--- src/sv/ffra_ram.sv ---
`timescale 1ns / 1ps
// ----------------------------------------------------------------------------
// ffra_ram: generic simple dual-port RAM
// One write port, one read port, read data registered.
// ----------------------------------------------------------------------------
module ffra_ram #(
  parameter int unsigned WIDTH = 64,
  parameter int unsigned DEPTH = 64
) (
  input  logic                     clk_i,
  input  logic                     we_i,
  input  logic [$clog2(DEPTH)-1:0] waddr_i,
  input  logic [WIDTH-1:0]         wdata_i,
  input  logic                     re_i,
  input  logic [$clog2(DEPTH)-1:0] raddr_i,
  output logic [WIDTH-1:0]         rdata_o
);

  logic [WIDTH-1:0] mem_q [DEPTH];
  logic [WIDTH-1:0] rdata_q;

  always_ff @(posedge clk_i) begin
    if (we_i) begin
      mem_q[waddr_i] <= wdata_i;
    end
    if (re_i) begin
      rdata_q <= mem_q[raddr_i];
    end
  end

  assign rdata_o = rdata_q;

endmodule

--- config.mk ---
export PLATFORM = sky130hd
export DESIGN_NAME = ffra_ram
export DESIGN_NICKNAME = d
export VERILOG_FILES = /design/src/sv/ffra_ram.sv
export SDC_FILE = /design/constraint.sdc
export NUM_CORES = 2
export LEC_CHECK = 0
export BUFFER_PORTS_ARGS = -buffer_cell sky130_fd_sc_hd__buf_2
export CELL_PAD_IN_SITES_DETAIL_PLACEMENT = 1
export CELL_PAD_IN_SITES_GLOBAL_PLACEMENT = 1
export CORE_MARGIN = 2
export CORE_UTILIZATION = 50
export CTS_CLUSTER_DIAMETER = 200
export DETAILED_ROUTE_END_ITERATION = 8
export HOLD_SLACK_MARGIN = 0.08
export PLACE_DENSITY_LB_ADDON = 0.1
export SYNTH_ARGS = -nofsm -noshare
export SYNTH_HDL_FRONTEND = slang
export SYNTH_SLANG_ARGS = --single-unit
--- constraint.sdc ---
create_clock -name clk_i -period 13.9 [get_ports clk_i]
set_clock_uncertainty 0.1 [all_clocks]
set_input_delay 0.695 -clock clk_i [delete_from_list [all_inputs] [get_ports clk_i]]
set_output_delay 0.695 -clock clk_i [all_outputs]
set_load 0.02 [all_outputs]
==> reports/qor.yml <==
floorplanning:
  io_pins: 143
  fp.dieArea_um2: 318500
  fp-row-count: 205
  die_h_um: 564.3
  core_area_um2: 312200
  die_x_um: 564.3
  start_util_pct: 50.29
timing:
  finalSetupViolations: 0
  grt_setup_unrepaired: "no"
  timing.final.crit_share_pct: 31.96
  post-route-min-period_ns: 4.442
  fmax_ghz: 0.2251
  final-hold-violation-count: 0
  fin_ws_ns: 9.458
  tightest_slew_ns: 1.389
  setup_tns_ns: 0
  final-max-slew-violation-count: 0
  whs_ns: 0.2802
  max_slew_margin_pct: 7.431
layout:
  final_util_pct: 56.79
  stdcell_area_um2: 177300
  area_delta_synth_final_pct: 12.93
  fin_nets: 7088
  fill_cells: 25520
  instances_no_fill: 11530
  drive_above_1_share_pct: 28.42
synthesis:
  synth_edf_count: 4160
  postSynthCellCount: 6598
  synthArstFlopShare_pct: 0
  ys_seq_area_share_pct: 79.57
  yosys_warnings: 0
  syn-cell-area_um2: 157000
  yosys-top-cells-count: "edfxtp_1, mux4_2, buf_2"
  synth.largest_area_cell: "edfxtp_1"
  synth_top_area_share_pct: 79.57
  yosysMostFrequentCell: "edfxtp_1"
  ys_top_cells_by_area: "edfxtp_1, mux4_2, mux2i_1, a22oi_1, buf_2"
  synth.distinct_cells: 32
  avgSynthCellArea_um2: 23.79
  synth_seq_cells: 4160
  synth_fp_nets: 6677
  ys.flop_type: "edfxtp_1"
power:
  ir_drop_mv: 0.1444
  leakagePower_nw: 55.14
  combinationalPowerShare_pct: 4.5
  seqPwrFrac_pct: 52.6
  switchingPower_mw: 5.666
  power_mw: 26.58
  intPower_mw: 20.91
  p_per_area_nw_per_um2: 149.9
  clock_power_share_pct: 42.9
  p_sw_share_pct: 21.32
drt:
  firstDrtPassIters: 6
  routedWlPerCell_um: 40.82
  viasPerCell: 6.661
  drt_iter0_drc: 10090
  postRouteAntennaNets: 0
  drcViolationCount: 0
  wl_um: 470500
  vias: 76780
cts:
  clock_latency_ns: 0.97
  cts.clk_slew.worst_paths_ns: 0.06
  tritoncts: "built"
  clk_path_buf_depth: 4
  cts-root-buf: "clkbuf_16"
  cts_sinks: 4160
  ctsHoldBuffers: 1
  cts_setup_buffers: 0
  cts_max_level: 5
  cts_buffers: 422
  post_cts_resized: 0
setup_path:
  worst_path_max_delay_cell: "buf_4"
  required_ns: 14.45
  crit_path_cell_trace: "buf_12 > buf_4 > buf_12 > buf_4 > mux4_2 > mux2i_1 > nand2_1 > a41oi_1 > a211oi_1"
  critical_path.max_stage_delay_ns: 0.77
  critPathArrivalTime_ns: 5.00
  startpoint_type: "input pin"
  crit_family: "buffers and inverters"
  critPathKind: "in2reg"
  critPathCaptureType: "register"
  path_max_fanout: 92
  path_buf_inv: 4
global_route:
  grt_use_total_pct: 29.78
  antenna_found_initial: 41
  first_global_vias: 79820
  grt_first_pass_wirelength_um: 652100
  overflow: 0
  grt_max_degree: 120
place:
  portBuffers: 142
  hpwl_um: 245500
  gp_congestion: 0.7639
  place_ws_ns: 8.434
  placed_cells: 10720
  placed_area_um2: 163500
worst_hold_path:
  hold_path_class: "in2reg"
flow_run:
  maxCapViolCount: 0
outcome:
  outcome: "complete, no violations"
-- final timing paths --
path                   end  slack [ns]           from  depth (start not counted)
max            rdata_o[35]        9.46     raddr_i[0]                          9
min          mem_q[54][26]        0.28     waddr_i[1]                          3
max reg2reg    rdata_o[56]       11.53  mem_q[63][56]                          5
min reg2reg    rdata_o[50]        0.84  mem_q[38][50]                          4
-- state kept, by name, summed over array words and instances (netlist names) --
name / count
mem_q: 4096
rdata_o: 64
-- per-layer routing --
layer / GRT usage [%] / share of wire (%) / up-vias
met5: 0 / 0.0085 / -
met4: 8.842 / 3.3 / 6
met3: 4.352 / 7.8 / 716
met2: 48.66 / 49 / 3621
met1: 42.08 / 40 / 43020
li1: - / - / 29420
-- placed cells by master, fill, tap and decap left out, types with 5 or more instances in the layout --
cell type,instances
inv_6,7
a22oi_1,168
clkbuf_16,433
clkinv_2,90
clkinv_1,103
nor2b_1,24
a31oi_1,18
a211oi_1,63
clkinvlp_4,16
a22o_1,88
nand3_1,45
bufinv_16,48
buf_2,138
nor2_4,65
clkbuf_1,70
o22ai_1,83
inv_1,19
and3_1,64
buf_4,202
diode_2,24
clkinv_8,5
a2bb2oi_1,19
o221ai_1,38
mux4_2,1024
edfxtp_1,4160
a41oi_1,26
buf_12,14
or2_2,28
nand2_1,54
nor2_1,47
mux2i_1,135
or3_1,29
nand2b_1,9
-- area by class of cell --
| type | instances | area [um2] | area share (%) |
|---|---|---|---|
| Inverter | 19 | 71.32 | 0.04023 |
| Clock inverter | 274 | 2640 | 1.489 |
| Tap cell | 4140 | 5180 | 2.922 |
| Clock buffer | 503 | 11100 | 6.260 |
| Multi-Input combinational cell | 2049 | 30790 | 17.37 |
| Timing Repair Buffer | 357 | 2527 | 1.426 |
| Sequential cell | 4160 | 124900 | 70.46 |
| Antenna cell | 24 | 60.06 | 0.03388 |
-- cell families after synthesis --
kind of cell	after synthesis	synth area share [%]
AOI/OAI and AO/OA	504	2.467
buffers and inverters	389	1.176
DFF	4160	79.57
muxes	1159	15.55
and+or+nand+nor	386	1.235
-- power groups by stage --
stage	sequential [mW]	combinational, mW	clock, mW
after floorplan	14.2	0.647	0
after global placement	14.2	1.17	0
after detailed placement	14.2	1.20	0
after CTS	14.0	1.20	11.5
after global routing	14.0	1.26	12.0
final	14.0	1.20	11.4
-- worst min-delay path, cell delays in order --
cell and delay, ns:
buf_2 0.17, nand2_1 0.19, nor2_4 0.10
No activity file was read; power rests on OpenSTA's default activity.
